==> config.mk <==
export PLATFORM = sky130hd
export DESIGN_NAME = dna_needle_matcher
export DESIGN_NICKNAME = d
export VERILOG_FILES = /design/src/hw/rtl/dnm_pkg.sv /design/src/hw/rtl/dnm_cfg.sv /design/src/hw/rtl/dna_needle_matcher.sv
export SDC_FILE = /design/constraint.sdc
export NUM_CORES = 1
export LEC_CHECK = 0
export ABC_CLOCK_PERIOD_IN_PS = 7900
export BUFFER_PORTS_ARGS = -buffer_cell sky130_fd_sc_hd__buf_2
export CORE_AREA = 2 2 330 251
export CTS_CLUSTER_DIAMETER = 50
export DETAILED_ROUTE_END_ITERATION = 10
export DIE_AREA = 0 0 332 253
export GPL_TIMING_DRIVEN = 0
export SYNTH_ARGS = -nofsm -noshare
export SYNTH_HDL_FRONTEND = slang
export SYNTH_HIERARCHICAL = 1
export SYNTH_SLANG_ARGS = --single-unit
==> constraint.sdc <==
create_clock -name aclk -period 7.9 [get_ports aclk]
set_clock_uncertainty 0.2 [all_clocks]
set_input_delay 0.395 -clock aclk [delete_from_list [all_inputs] [get_ports aclk]]
set_output_delay 0.395 -clock aclk [all_outputs]
set_load 0.02 [all_outputs]
==> src/hw/rtl/dnm_pkg.sv <==
// Shared types, constants and helper functions for the DNA needle matcher.
// Used by dnm_cfg and dna_needle_matcher; depends on nothing else.

package dnm_pkg;

    localparam int MAX_NEEDLE = 32;
    localparam int BASE_W     = 2;
    localparam int WIN_W      = BASE_W * MAX_NEEDLE;
    localparam int LEN_W      = 6;
    localparam int CNT_W      = 40;
    localparam int ADDR_W     = 4;
    localparam int DATA_W     = 64;
    localparam int SHIFT_W    = $clog2(WIN_W) + 1;

    localparam logic [CNT_W-1:0] CNT_MAX = {CNT_W{1'b1}};

    // Register index, taken from the 8-byte-aligned address bit.
    typedef enum logic [0:0] {
        REG_NEEDLE_CODES  = 1'b0,
        REG_NEEDLE_LENGTH = 1'b1
    } reg_idx_t;

    // Needle laid out the way the base window holds bases, plus compare masks.
    typedef struct packed {
        logic [WIN_W-1:0]      target;
        logic [WIN_W-1:0]      base_mask;
        logic [MAX_NEEDLE-1:0] brk_mask;
        logic                  len_ok;
        logic [LEN_W-1:0]      len;
    } match_cfg_t;

    // Window slot i (i = 0 newest) must hold needle base len-1-i.
    function automatic logic [WIN_W-1:0] needle_target(logic [WIN_W-1:0] codes,
                                                       logic [LEN_W-1:0] len);
        logic [WIN_W-1:0]   rev;
        logic [SHIFT_W-1:0] sh;
        for (int i = 0; i < MAX_NEEDLE; i++) begin
            rev[BASE_W*i +: BASE_W] = codes[BASE_W*(MAX_NEEDLE-1-i) +: BASE_W];
        end
        sh = SHIFT_W'(BASE_W * (MAX_NEEDLE - int'(len)));
        return rev >> sh;
    endfunction

    function automatic match_cfg_t build_cfg(logic [WIN_W-1:0] codes,
                                             logic [LEN_W-1:0] len);
        match_cfg_t c;
        for (int i = 0; i < MAX_NEEDLE; i++) begin
            c.brk_mask[i]                    = (i < int'(len));
            c.base_mask[BASE_W*i +: BASE_W]  = {BASE_W{(i < int'(len))}};
        end
        c.target = needle_target(codes, len);
        c.len_ok = (len != '0) && (int'(len) <= MAX_NEEDLE);
        c.len    = len;
        return c;
    endfunction

endpackage

==> src/hw/rtl/dnm_cfg.sv <==
// APB-style configuration registers of the DNA needle matcher.
// Holds the needle and its length and registers the derived compare setup; uses dnm_pkg.

module dnm_cfg import dnm_pkg::*; (
    input  logic              aclk,
    input  logic              aresetn,
    input  logic              psel,
    input  logic              penable,
    input  logic              pwrite,
    input  logic [ADDR_W-1:0] paddr,
    input  logic [DATA_W-1:0] pwdata,
    output logic [DATA_W-1:0] prdata,
    output logic              pready,
    output match_cfg_t        cfg
);

    logic [WIN_W-1:0] needle_codes_reg;
    logic [LEN_W-1:0] needle_length_reg;
    match_cfg_t       cfg_reg;
    logic             wr_en;
    reg_idx_t         idx;

    assign pready = 1'b1;
    assign wr_en  = psel & penable & pwrite;
    assign idx    = reg_idx_t'(paddr[3]);

    always_ff @(posedge aclk) begin
        if (!aresetn) begin
            needle_codes_reg  <= '0;
            needle_length_reg <= LEN_W'(1);
            cfg_reg           <= build_cfg('0, LEN_W'(1));
        end else begin
            if (wr_en) begin
                unique case (idx)
                    REG_NEEDLE_CODES:  needle_codes_reg  <= pwdata[WIN_W-1:0];
                    REG_NEEDLE_LENGTH: needle_length_reg <= pwdata[LEN_W-1:0];
                    default: ;
                endcase
            end
            // The derived setup follows a write in the next cycle, well inside idle time.
            cfg_reg <= build_cfg(needle_codes_reg, needle_length_reg);
        end
    end

    always_comb begin
        unique case (idx)
            REG_NEEDLE_CODES:  prdata = DATA_W'(needle_codes_reg);
            REG_NEEDLE_LENGTH: prdata = DATA_W'(needle_length_reg);
            default:           prdata = '0;
        endcase
    end

    assign cfg = cfg_reg;

endmodule

==> src/hw/rtl/dna_needle_matcher.sv <==
// Top level of the DNA needle matcher: window registers, compare and result register.
// Instantiates dnm_cfg; uses types and functions from dnm_pkg.

// The matcher takes one 2-bit base word per clock cycle and searches the stream
// for the needle held in the configuration registers (up to 32 bases, first base
// in the low bits of needle_codes). Each accepted word is shifted into a base window
// and a break window in the first register stage; the second stage compares the
// whole window against the needle in parallel and loads the output register. A result
// word appears only when a match ends at the position or the position is the last of
// the stream; an accepted word passes the first-stage and output registers before
// m_valid, and the sustained rate is one base per cycle, limited only by the output
// handshake. hit_offset gives the start of the occurrence, hit_total the saturating
// match count so far; after the last base the windows and counters return to their
// reset state, so the next word starts a new stream. Positions within a needle length
// of the stream start and any window holding a break never match. Configuration
// writes must only be made while the block is idle.

module dna_needle_matcher import dnm_pkg::*; (
    input  logic              aclk,
    input  logic              aresetn,
    // Configuration port
    input  logic              psel,
    input  logic              penable,
    input  logic              pwrite,
    input  logic [ADDR_W-1:0] paddr,
    input  logic [DATA_W-1:0] pwdata,
    output logic [DATA_W-1:0] prdata,
    output logic              pready,
    // Base stream
    input  logic              s_valid,
    output logic              s_ready,
    input  logic [BASE_W-1:0] s_base_code,
    input  logic              s_is_break,
    input  logic              s_last_base,
    // Results
    output logic              m_valid,
    input  logic              m_ready,
    output logic              m_hit_valid,
    output logic [CNT_W-1:0]  m_hit_offset,
    output logic              m_stream_done,
    output logic [CNT_W-1:0]  m_hit_total
);

    match_cfg_t cfg;

    dnm_cfg u_cfg (
        .aclk    (aclk),
        .aresetn (aresetn),
        .psel    (psel),
        .penable (penable),
        .pwrite  (pwrite),
        .paddr   (paddr),
        .pwdata  (pwdata),
        .prdata  (prdata),
        .pready  (pready),
        .cfg     (cfg)
    );

    // First stage: the windows after the shift, and the position of that base.
    logic                  s1_valid_reg, s1_valid_next;
    logic                  restart_reg, restart_next;
    logic [WIN_W-1:0]      win_reg, win_next;
    logic [MAX_NEEDLE-1:0] brk_reg, brk_next;
    logic [CNT_W-1:0]      pos_reg, pos_next;
    logic                  s1_last_reg, s1_last_next;

    // Second stage: per-stream hit count and the output word.
    logic                  m_valid_reg, m_valid_next;
    logic [CNT_W-1:0]      mcount_reg, mcount_next;
    logic                  hit_valid_reg, hit_valid_next;
    logic [CNT_W-1:0]      hit_offset_reg, hit_offset_next;
    logic                  done_reg, done_next;
    logic [CNT_W-1:0]      total_reg, total_next;

    logic                  s_accept;
    logic                  s1_adv;
    logic                  hit;
    logic [CNT_W-1:0]      count_new;
    logic [WIN_W-1:0]      src_win;
    logic [MAX_NEEDLE-1:0] src_brk;

    // The second stage moves on when the output register is free or being emptied.
    assign s1_adv   = s1_valid_reg & (~m_valid_reg | m_ready);
    assign s_ready  = ~s1_valid_reg | s1_adv;
    assign s_accept = s_valid & s_ready;

    // After the last base of a stream the next word shifts into fresh windows.
    always_comb begin
        src_win = restart_reg ? '0 : win_reg;
        src_brk = restart_reg ? '1 : brk_reg;

        s1_valid_next = s1_valid_reg;
        restart_next  = restart_reg;
        win_next      = win_reg;
        brk_next      = brk_reg;
        pos_next      = pos_reg;
        s1_last_next  = s1_last_reg;

        if (s1_adv) begin
            s1_valid_next = 1'b0;
        end
        if (s_accept) begin
            s1_valid_next = 1'b1;
            restart_next  = s_last_base;
            win_next      = WIN_W'({src_win, s_base_code});
            brk_next      = MAX_NEEDLE'({src_brk, s_is_break});
            s1_last_next  = s_last_base;
            if (restart_reg) begin
                pos_next = '0;
            end else if (pos_reg != CNT_MAX) begin
                pos_next = pos_reg + CNT_W'(1);
            end
        end
    end

    // Parallel compare of the newest needle-length window slots against the aligned needle.
    assign hit = cfg.len_ok
               & ((brk_reg & cfg.brk_mask) == '0)
               & (((win_reg ^ cfg.target) & cfg.base_mask) == '0);

    assign count_new = (hit && mcount_reg != CNT_MAX) ? mcount_reg + CNT_W'(1) : mcount_reg;

    always_comb begin
        m_valid_next    = m_valid_reg;
        mcount_next     = mcount_reg;
        hit_valid_next  = hit_valid_reg;
        hit_offset_next = hit_offset_reg;
        done_next       = done_reg;
        total_next      = total_reg;

        if (m_valid_reg && m_ready) begin
            m_valid_next = 1'b0;
        end
        if (s1_adv) begin
            mcount_next = s1_last_reg ? '0 : count_new;
            if (hit || s1_last_reg) begin
                m_valid_next    = 1'b1;
                hit_valid_next  = hit;
                // On a hit the length is at least one, so len-1 never wraps.
                hit_offset_next = hit ? pos_reg - CNT_W'(cfg.len - LEN_W'(1)) : '0;
                done_next       = s1_last_reg;
                total_next      = count_new;
            end
        end
    end

    always_ff @(posedge aclk) begin
        if (!aresetn) begin
            s1_valid_reg <= 1'b0;
            restart_reg  <= 1'b1;
            m_valid_reg  <= 1'b0;
            mcount_reg   <= '0;
        end else begin
            s1_valid_reg <= s1_valid_next;
            restart_reg  <= restart_next;
            m_valid_reg  <= m_valid_next;
            mcount_reg   <= mcount_next;
        end
    end

    always_ff @(posedge aclk) begin
        win_reg        <= win_next;
        brk_reg        <= brk_next;
        pos_reg        <= pos_next;
        s1_last_reg    <= s1_last_next;
        hit_valid_reg  <= hit_valid_next;
        hit_offset_reg <= hit_offset_next;
        done_reg       <= done_next;
        total_reg      <= total_next;
    end

    assign m_valid       = m_valid_reg;
    assign m_hit_valid   = hit_valid_reg;
    assign m_hit_offset  = hit_offset_reg;
    assign m_stream_done = done_reg;
    assign m_hit_total   = total_reg;

endmodule

## After elaboration in Yosys (flattened, before gate mapping)

Cells that the tools add are included.
Widths: inputs -> output; s select.

| word-level totals | value |
|---|---|
| flip-flop bits (word level) | 498 |
| output and inout port bits | 149 |
| word-level logic and storage cells | 98 |
| input port bits | 79 |

| cells by class | value |
|---|---|
| shifts and indexed selects | 1 |
| equal/unequal tests | 2 |
| reduce and logical (&&, ||, !) cells | 13 |
| magnitude comparators | 33 |
| $add $sub $neg | 5 |
| bitwise gates (word level) | 14 |
| muxes and demuxes | 9 |

Operators with widths:

| cell | number |
|---|---|
| $pmux 64 s2 | 1 |
| $mux 40 | 3 |
| $lt 5x6->1 const A | 16 |
| $add 40x1->40 const B | 2 |
| $ne 40x40->1 const B | 2 |
| $and 64x64->64 | 1 |
| $logic_not 64->1 | 1 |
| $shr 64x7->64 | 1 |
| $xor 64x64->64 | 1 |
| $lt 4x6->1 const A | 8 |
| $sub 40x40->40 | 1 |
| $and 32x32->32 | 1 |
| $logic_not 32->1 | 1 |
| $lt 3x6->1 const A | 4 |
| $lt 1x6->1 const A | 2 |
| $lt 2x6->1 const A | 2 |
| $reduce_and 2->1 | 4 |
| $sub 6x1->7 const B | 1 |
| $and 1x1->1 | 6 |
| $le 6x6->1 const B | 1 |
| $reduce_bool 6->1 | 1 |
| $sub 6x6->6 const A | 1 |
| $mux 1 | 5 |
| $reduce_bool 2->1 | 2 |
| 4 further kinds | 9 |

## Depth between registers and ports, before layout

Gate-level depths: netlist of run 1.

| logic depth | value |
|---|---|
| word-level depth | 7 |
| depth in mapped cells | 15 |
| depth with buffers taken out | 14 |

## By module

Netlist of run 1, hierarchy kept.

By module, submodules not included:

| module | instances | sequential area each (um2) | area an instance (um2) | cells an instance |
|---|---|---|---|---|
| dna_needle_matcher | 1 | 7437.1 | 14300.0 | 1336 |
| dnm_cfg | 1 | 3443.3 | 9713.1 | 1146 |

## Worst setup path before layout of run 1

OpenSTA, ideal clock, no wires.

| timing path | value |
|---|---|
| path kind | register to register |
| start | register win_reg[63] |
| end | register hit_offset_reg[0], in the netlist m_hit_offset[0], enable pin |
| period minus slack after synthesis | 6.521 ns |
| slack | 1.379 ns |
| stages on the path, launching flop included | 8 |
| arrival time | 5.769 ns |
| required time | 7.149 ns |
| library setup time | 0.551 ns |
| cell sequence | edfxtp_1 -> xor2_1 -> a222oi_1 -> nand3_1 -> nor4_1 -> nand4_1 -> clkbuf_1 -> a21oi_1 |

| on the way | value |
|---|---|
| cells in the longest elaborated chain, start to end | 6 |

RTL lines:

| what | RTL line | source |
|---|---|---|
| from (decl) | dna_needle_matcher.sv:62 | `logic [WIN_W-1:0] win_reg, win_next;` |
| from (signal assigned) | dna_needle_matcher.sv:162 | `win_reg <= win_next;` |
| $xor 64x64->64 | dna_needle_matcher.sv:119 | `& (((win_reg ^ cfg.target) & cfg.base_mask) == '0);` |
| $and 64x64->64 | dna_needle_matcher.sv:119 |  |
| $logic_not 64->1 | dna_needle_matcher.sv:119 |  |
| $and 1x1->1 | dna_needle_matcher.sv:119 |  |
| $logic_or 1x1->1 | dna_needle_matcher.sv:136 | `if (hit \|\| s1_last_reg) begin` |
| $reduce_and 2->1 (no line) | -- |  |
| to (signal assigned) | dna_needle_matcher.sv:167 | `hit_offset_reg <= hit_offset_next;` |
| to (decl) | dna_needle_matcher.sv:71 | `logic [CNT_W-1:0] hit_offset_reg, hit_offset_next;` |

No other way between the ends.
A chain may end at the register's enable or synchronous reset.

## Worst setup path after layout of run 1

| timing path | value |
|---|---|
| start | register u_cfg.cfg_reg, in the netlist u_cfg/cfg[0] |
| end | register hit_offset_reg[35], in the netlist m_hit_offset[35], data pin |

| on the way | value |
|---|---|
| cells in the longest elaborated chain, start to end | 2 |

RTL lines:

| what | RTL line | source |
|---|---|---|
| from (decl) | dnm_cfg.sv:19 | `match_cfg_t cfg_reg;` |
| from (signal assigned) | dnm_cfg.sv:31 | `cfg_reg <= build_cfg('0, LEN_W'(1));` |
| from (signal assigned) | dnm_cfg.sv:41 | `cfg_reg <= build_cfg(needle_codes_reg, needle_length_reg);` |
| $sub 6x1->7 | dna_needle_matcher.sv:140 | `hit_offset_next = hit ? pos_reg - CNT_W'(cfg.len - LEN_W'(1)) : '0;` |
| $sub 40x40->40 | dna_needle_matcher.sv:140 |  |

No other way between the ends.

==> results.md, run 1 <==
| Quantity | Reported |
|:---|:---|
| Xor and xnor area share after synthesis | 6.378% |
| Drt first pass iters | 6 |
| P_leak | 10.86 nW |
| Primary flip-flop cell chosen by synthesis mapping | edfxtp_1 |
| Crit path arrival time | 4.93 ns |
| Number of remaining DRC errors | 0 |
| Area of placed instances | 26610 um^2 |
| Startpoint of the lowest-slack hold path | paddr[3] |
| Worst-case headroom to the max-slew limit | 13.09% |
| Area taken by flip-flops and latches | 10880 um^2 |
| Crit-path max cell delay | 0.98 ns |
| Final non-filler cell total | 3949 |
| HPWL reported at the end of detailed placement | 57.99 mm |
| Starting density of the core | 29.62% |
| Total clock sinks | 434 |
| IO Pins | 228 |
| Number of register bits inferred by synthesis | 434 |
| Transition time at the pin with the least slew margin | 1.304 ns |
| Placeable core region | 81070 um^2 |
| Total standard cell area after synthesis | 24010 um^2 |
| Critical Path Stages | 15 |
| Maximum frequency from static timing analysis | 209.7 MHz |
| Critical path endpoint category | flop |
| Die Span X | 332 um |
| Logic pwr share | 10.4% |
| Data required time at the worst endpoint | 8.06 ns |
| # fillers | 8293 |
| Final Max Tran Viols | 0 |
| Share of synthesized area occupied by flip-flops and latches | 45.31% |
| Net load switching power | 1.427 mW |
| Site row count | 91 |
| Result of the run | finished, final reports clean |
| Reg2Reg Capture Point | m_hit_offset[35] |
| Via count of the first global-routing pass | 19200 |
| Dominant combinational cell family by area after synthesis | simple AND/OR/NAND/NOR gates |
| Count of port buffers added during placement | 222 |
| Post-detailed-route count of antenna-violating nets | 0 |
| Clock transition at path regs | 0.06 ns |
| Largest register FFs | 102 |
| CTS buffer count | 52 |
| Number of buffers and inverters on the critical path | 2 |
| DR WL/cell | 19.26 um |
| Arithmetic-cell share of the synthesized area counting full adders, half adders and majority gates | 2.376% |
| Number of levels in the clock H-tree | 2 |
| Count of endpoints failing setup in the final report | 0 |
| Reg2reg setup slack | 3.13 ns |
| Portion of total power attributed to the clock network | 44.2% |
| Total routing resource utilization after global routing | 17.58% |
| Depth of the worst hold-timing path | 4 |
| Count of vias placed by the detailed router | 19880 |
| Simple-gate share of the synthesized area | 18.95% |
| Sequence of cells on the critical path | inv_1, ha_1, nand2_1, or3_1, ha_1, clkbuf_1, a21oi_1, o21ai_0, or4_1, nand2b_1, o21a_1, a21bo_2, a21oi_1, xor2_1, nor2_1 |
| Synthesized netlist net count | 2606 |
| Remaining global-route overflow | 0 |
| Most area-consuming cells after synthesis | edfxtp_1 27%, dfxtp_1 18%, xor2_1 3.9% |
| Critical Path Source Type | flop |
| Category of the critical setup timing path | reg2reg |
| Top cell family by delay on the critical path | simple AND/OR/NAND/NOR gates |
| Slowest cell on crit path | or3_1 |
| Launch instance of the worst register-to-register path | u_cfg/cfg[0] |
| Launch point of the worst path | u_cfg/cfg[0] |
| Y dimension of the die | 253 um |
| Compound-gate portion of the synthesized area | 14.86% |
| Multiplexer share of the synthesized area | 6.461% |
| Cell total after placement | 3778 |
| Fraction of final layout cells with drive strength greater than 1 | 20.26% |
| Post-route clock period utilization | 60.37% |
| R2R depth | 15 |
| Biggest fanout along the worst timing path | 34 |
| Number of distinct library cells after synthesis | 92 |
| Cells after Synth | 2482 |
| Max Cap Violations | 0 |
| First-pass GRT wire length | 115.0 mm |
| Fin area | 29070 um^2 |
| Max Root-Sink Buffers | 3 |
| Final hold violations | 0 |
| Internal power consumption | 4.034 mW |
| Switching fraction of total power | 26.14% |
| CTS tree | built |
| Final net count | 2959 |
| Cell taking the most area after synthesis | edfxtp_1 |
| Vias per inst | 5.034 |
| Worst-skew pair later-pin latency | 0.62 ns |
| VDD IR-drop max | 0.1470 mV |
| Power density over the cells | 187.8 nW/um^2 |
| Share of flip-flops with an asynchronous set or reset after synthesis | 0% |
| Total die area | 84000 um^2 |
| Synthesized area per cell | 9.675 um^2 |
| Minimum period implied by the final worst setup slack | 4.770 ns |
| Initial drt markers | 1713 |
| Wire length after detailed routing | 76.07 mm |
| Number of enable flip-flop cells after synthesis | 219 |
| Placer's final routability congestion estimate | 0.9810 |
| Root cell of the clock tree | clkbuf_16 |
| Maximum number of pins on one net before global-route repair | 53 |
| Initial antenna violation count | 3 |
| Part of the total power dissipated in sequential elements | 45.4% |
| Worst Hold Path EP | u_cfg/needle_codes_reg[42] |
| Area used by multi-input combinational logic | 11800 um^2 |
| Layout overhead on the synthesized area | 21.08% |
| Yosys warns | 6 |
| Class of the tightest hold or removal check | in2reg |
| RSZ-0062 raised after global routing | false |
| Top cell type's share of synthesized area | 27.39% |
[logic make-up (layout without fill, tap and decap cells)]
logic type / count (synthesis) / after routing
multiplexers: 128 / 128
AO/OA/AOI/OAI: 536 / 536
other: 1 / 3
adder cells (fa/ha/maj): 45 / 45
AND/OR/NAND/NOR: 913 / 913
buffers and inverters: 251 / 647
flip-flops: 434 / 434
XOR/XNOR: 174 / 174
[Yosys cell counts (all sizes together) (44+ instances only)]
| cell type | number |
|---|---|
| a21boi | 71 |
| nand3 | 52 |
| edfxtp | 219 |
| dfxtp | 215 |
| clkbuf | 103 |
| nor2 | 235 |
| nor2b | 147 |
| xnor2 | 66 |
| nand2 | 240 |
| o21ai | 85 |
| buf | 119 |
| mux2i | 63 |
| xor2 | 108 |
| a21oi | 173 |
| ha | 44 |
| mux2 | 59 |
[cell type report]
cell class,instances,share of cell area [%]
plain buffers,222,4.291
well taps,1069,4.600
inverters,29,0.3830
flip-flops and latches,434,37.42
multi-input cells,1797,40.58
clock inverters,35,1.196
repair buffers,299,6.722
diodes,2,0.01721
clock buffers,62,4.785
[metrics by stage]
step | hold WS, ns | util (%) | power (mW) | worst slack (ns) | TNS, ns
floorplan | 0.2479 | - | 2.874 | 1.379 | 0
global route | 0.2367 | 35.86 | 5.663 | 2.697 | 0
CTS | 0.1659 | 35.86 | 5.511 | 3.114 | 0
global placement | 0.2627 | 32.64 | 3.056 | -2.049 | -169.02
detailed placement | 0.2780 | 32.82 | 3.058 | 3.117 | 0
finish | 0.1899 | 35.86 | 5.461 | 3.130 | 0
[power groups by stage]
| stage | logic, mW | registers [mW] | clock network [mW] |
|---|---|---|---|
| 3_5_place_dp | 0.530 | 2.53 | 0 |
| 2_1_floorplan | 0.351 | 2.52 | 0 |
| 3_3_place_gp | 0.521 | 2.54 | 0 |
| 5_1_grt | 0.615 | 2.49 | 2.56 |
| 4_1_cts | 0.561 | 2.48 | 2.47 |
| 6_report | 0.565 | 2.48 | 2.41 |
[tightest hold or removal path, cell delays in order]
cell and delay (ns):
buf_2 0.11, nor2_1 0.24, nand2_1 0.14, a21boi_0 0.06
[placed cells by master, fill, tap and decap left out, types with 53 or more instances in the layout]
cell type      netlist  layout
nand2_1            240     240
nor2_1             234     234
edfxtp_1           219     219
o21ai_0             81      81
dfxtp_1            215     215
clkbuf_1           103     108
a21boi_0            70      70
a21oi_1            173     171
dlygate4sd3_1        0      72
buf_4               71      71
nor2b_1            147     147
clkbuf_16            0      53
buf_2               28     250
xnor2_1             66      66
xor2_1             107     107
[repair_timing]
action                                 4_1_cts  5_1_grt
setup buffers                                0        0
endpoints found under the hold margin       78        0
resized for setup                            0        0
hold buffers                                72        0
[worst max path at each step]
stage                       endpoint
finish              m_hit_offset[35]
global route        m_hit_offset[35]
CTS                 m_hit_offset[35]
detailed placement  m_hit_offset[35]
global placement    m_hit_offset[11]
floorplan            m_hit_offset[0]
[layer usage]
layer | share of wire (%) | routed length, um | GRT usage (%) | vias up
li1 | - | - | - | 9546
met1 | 48 | 36810 | 25.71 | 9480
met2 | 41 | 31530 | 25.79 | 748
met3 | 8.3 | 6278 | 4.465 | 104
met4 | 1.9 | 1446 | 3.883 | 0
met5 | 0 | 0 | 0 | -
No activity file was read; power rests on OpenSTA's default activity.
==> run 2, diff against run 1 <==
- ABC_CLOCK_PERIOD_IN_PS: 7900 -> 4600
- clock period: 7.9 -> 4.6 ns (I/O delays scaled with it)
==> run 2 against run 1 <==
  * Global-route usage about the same
  * Flip-flop and latch count is the same
  * Critical path depth fell by 6
  * Via count rose by 1.1%
  * Cell count increased by 0.10%
  * Worst hold slack worse by 0.15 ns
  * Core utilization rose by 0.16 points
  * Power is 76% higher
  * Sequential share of layout area is 0.16 points lower
  * Non-clock buffer count shrank 1
  * Combinational power grew 72%
==> results.md, run 2 (synthesized netlist as in run 1, its figures left out) <==
| Quantity | Reported | Delta |
|:---|:---|:---|
| Result of the run | finished, final reports clean | unchanged |
| CTS buffer count | 55 | was 52 |
| Part of the total power dissipated in sequential elements | 44.3% | was 45.4% |
| Logic pwr share | 10.1% | was 10.4% |
| Fin area | 29200 um^2 | was 29070 um^2 |
| Root cell of the clock tree | clkbuf_16 | unchanged |
| Placer's final routability congestion estimate | 0.9868 | was 0.9810 |
| Post-route clock period utilization | 92.80% | was 60.37% |
| Maximum frequency from static timing analysis | 234.3 MHz | was 209.7 MHz |
| Total die area | 84000 um^2 | unchanged |
| Y dimension of the die | 253 um | unchanged |
| Post-layout total power | 9.612 mW | was 5.461 mW |
| DR WL/cell | 19.26 um | about the same |
| Count of vias placed by the detailed router | 20090 | was 19880 |
| Clock transition at path regs | 0.06 ns | about the same |
| Net load switching power | 2.567 mW | was 1.427 mW |
| Area of placed instances | 26620 um^2 | was 26610 um^2 |
| Placeable core region | 81070 um^2 | unchanged |
| Area used by multi-input combinational logic | 11800 um^2 | about the same |
| Commonest cells after routing, fill and taps aside | 250 x buf_2, 240 x nand2_1, 234 x nor2_1 | unchanged |
| Power density over the cells | 329.2 nW/um^2 | was 187.8 nW/um^2 |
| Most common cell after layout, fill and taps aside | buf_2 | unchanged |
| Final net count | 2961 | was 2959 |
| Core Util, Final | 36.02% | was 35.86% |
| P_leak | 10.92 nW | was 10.86 nW |
| Layout overhead on the synthesized area | 21.60% | was 21.08% |
| Category of the critical setup timing path | reg2reg | unchanged |
| Initial drt markers | 1982 | was 1713 |
| CTS tree | built | unchanged |
| Internal power consumption | 7.045 mW | was 4.034 mW |
| Wire length after detailed routing | 76.15 mm | was 76.07 mm |
| HPWL reported at the end of detailed placement | 57.47 mm | was 57.99 mm |
| Count of port buffers added during placement | 222 | unchanged |
| Final hold violations | 0 | unchanged |
| Biggest fanout along the worst timing path | 29 | was 34 |
| Max Cap Violations | 0 | unchanged |
| Max Root-Sink Buffers | 3 | unchanged |
| First-pass GRT wire length | 115.4 mm | was 115.0 mm |
| RSZ-0062 raised after global routing | false | unchanged |
| Post-detailed-route count of antenna-violating nets | 0 | unchanged |
| Vias per inst | 5.082 | was 5.034 |
| Remaining global-route overflow | 0 | unchanged |
| # fillers | 8258 | was 8293 |
| Cell total after placement | 3778 | unchanged |
| Switching fraction of total power | 26.71% | was 26.14% |
| Count of endpoints failing setup in the final report | 0 | unchanged |
| Via count of the first global-routing pass | 19000 | was 19200 |
| Buffers inserted during post-CTS setup optimization | 0 | unchanged |
| IO Pins | 228 | unchanged |
| Ant diodes | 0 | was 2 |
| Class of the tightest hold or removal check | in2reg | unchanged |
| Number of remaining DRC errors | 0 | unchanged |
| Die Span X | 332 um | unchanged |
| Setup TNS | 0 ns | unchanged |
| Final non-filler cell total | 3953 | was 3949 |
| Critical Path Source Type | flop | unchanged |
| Drt first pass iters | 6 | unchanged |
| Number of levels in the clock H-tree | 2 | unchanged |
| Worst-case headroom to the max-slew limit | 22.78% | was 13.09% |
| Critical path endpoint category | flop | unchanged |
| Portion of total power attributed to the clock network | 45.6% | was 44.2% |
| Crit path arrival time | 4.39 ns | was 4.93 ns |
| Final Max Tran Viols | 0 | unchanged |
| Total routing resource utilization after global routing | 17.58% | about the same |
| Maximum number of pins on one net before global-route repair | 65 | was 53 |
| Fraction of final layout cells with drive strength greater than 1 | 20.56% | was 20.26% |
| VDD IR-drop max | 0.2665 mV | was 0.1470 mV |
| Transition time at the pin with the least slew margin | 1.154 ns | was 1.304 ns |
| Minimum period implied by the final worst setup slack | 4.269 ns | was 4.770 ns |
| Worst-skew pair later-pin latency | 0.63 ns | was 0.62 ns |
| Initial antenna violation count | 3 | unchanged |
| Starting density of the core | 29.62% | unchanged |
| Area taken by flip-flops and latches | 10880 um^2 | unchanged |
| Data required time at the worst endpoint | 4.72 ns | was 8.06 ns |
| Total clock sinks | 434 | unchanged |
| Site row count | 91 | unchanged |
| Largest register FFs | 102 | unchanged |
-- run 2: final timing paths --
path	from	end	slack, ns	cells past startpoint
max reg2reg	brk_reg[6]	m_hit_offset[14]	0.33	9
min reg2reg	mcount_reg[6]	mcount_reg[6]	0.28	2
min	paddr[3]	u_cfg/needle_codes_reg[42]	0.04	4
max	brk_reg[6]	m_hit_offset[14]	0.33	9
-- run 2: worst max-delay path, cell delays in order, from the launching register on --
cell      delay [ns]
edfxtp_1        0.39
a22o_1          0.25
a221oi_1        0.32
nand4_1         0.21
nor4_1          0.36
nand4_1         0.55
clkbuf_1        0.56
a21oi_4         0.64
buf_12          0.27
buf_16          0.20
-- run 2: timing repair --
action / in CTS / in global routing
hold endpoints to repair: 82 / 0
resized for setup: 1 / 1
setup endpoints to repair: 10 / 9
pin swaps: 0 / 0
cloned: 0 / 0
hold buffers: 71 / 0
-- run 2: power groups by stage --
stage                     registers, mW  logic [mW]  clock network (mW)
after floorplan                    4.33       0.603                   0
after global placement             4.35       0.894                   0
after detailed placement           4.34       0.911                   0
after CTS                          4.26       0.963                4.48
after global routing               4.27        1.06                4.64
final                              4.26       0.972                4.38
-- run 2: metrics by stage --
step           setup slack [ns]  hold WS [ns]
5_1_grt                  0.1151       0.05701
4_1_cts                  0.1083      0.003648
2_1_floorplan            0.5283        0.1289
3_5_place_dp            -0.2277        0.2124
3_3_place_gp            -0.8744        0.2099
6_report                 0.3312       0.03804
-- run 2: final cells by class --
type | count | area share (%)
clock buffer | 65 | 5.090
sequential | 434 | 37.26
buffer | 222 | 4.272
tap | 1069 | 4.581
multi-input combinational | 1797 | 40.42
clock inverter | 39 | 1.307
timing repair buffer | 298 | 6.684
inverter | 29 | 0.3814
-- run 2: routing by layer --
layer,up-vias,part of all wire [%],global-route usage (%)
li1,9544,-,-
met2,842,41,25.25
met3,91,9.1,4.166
met5,-,0,0
met4,0,1.9,4.221
met1,9612,48,26.20
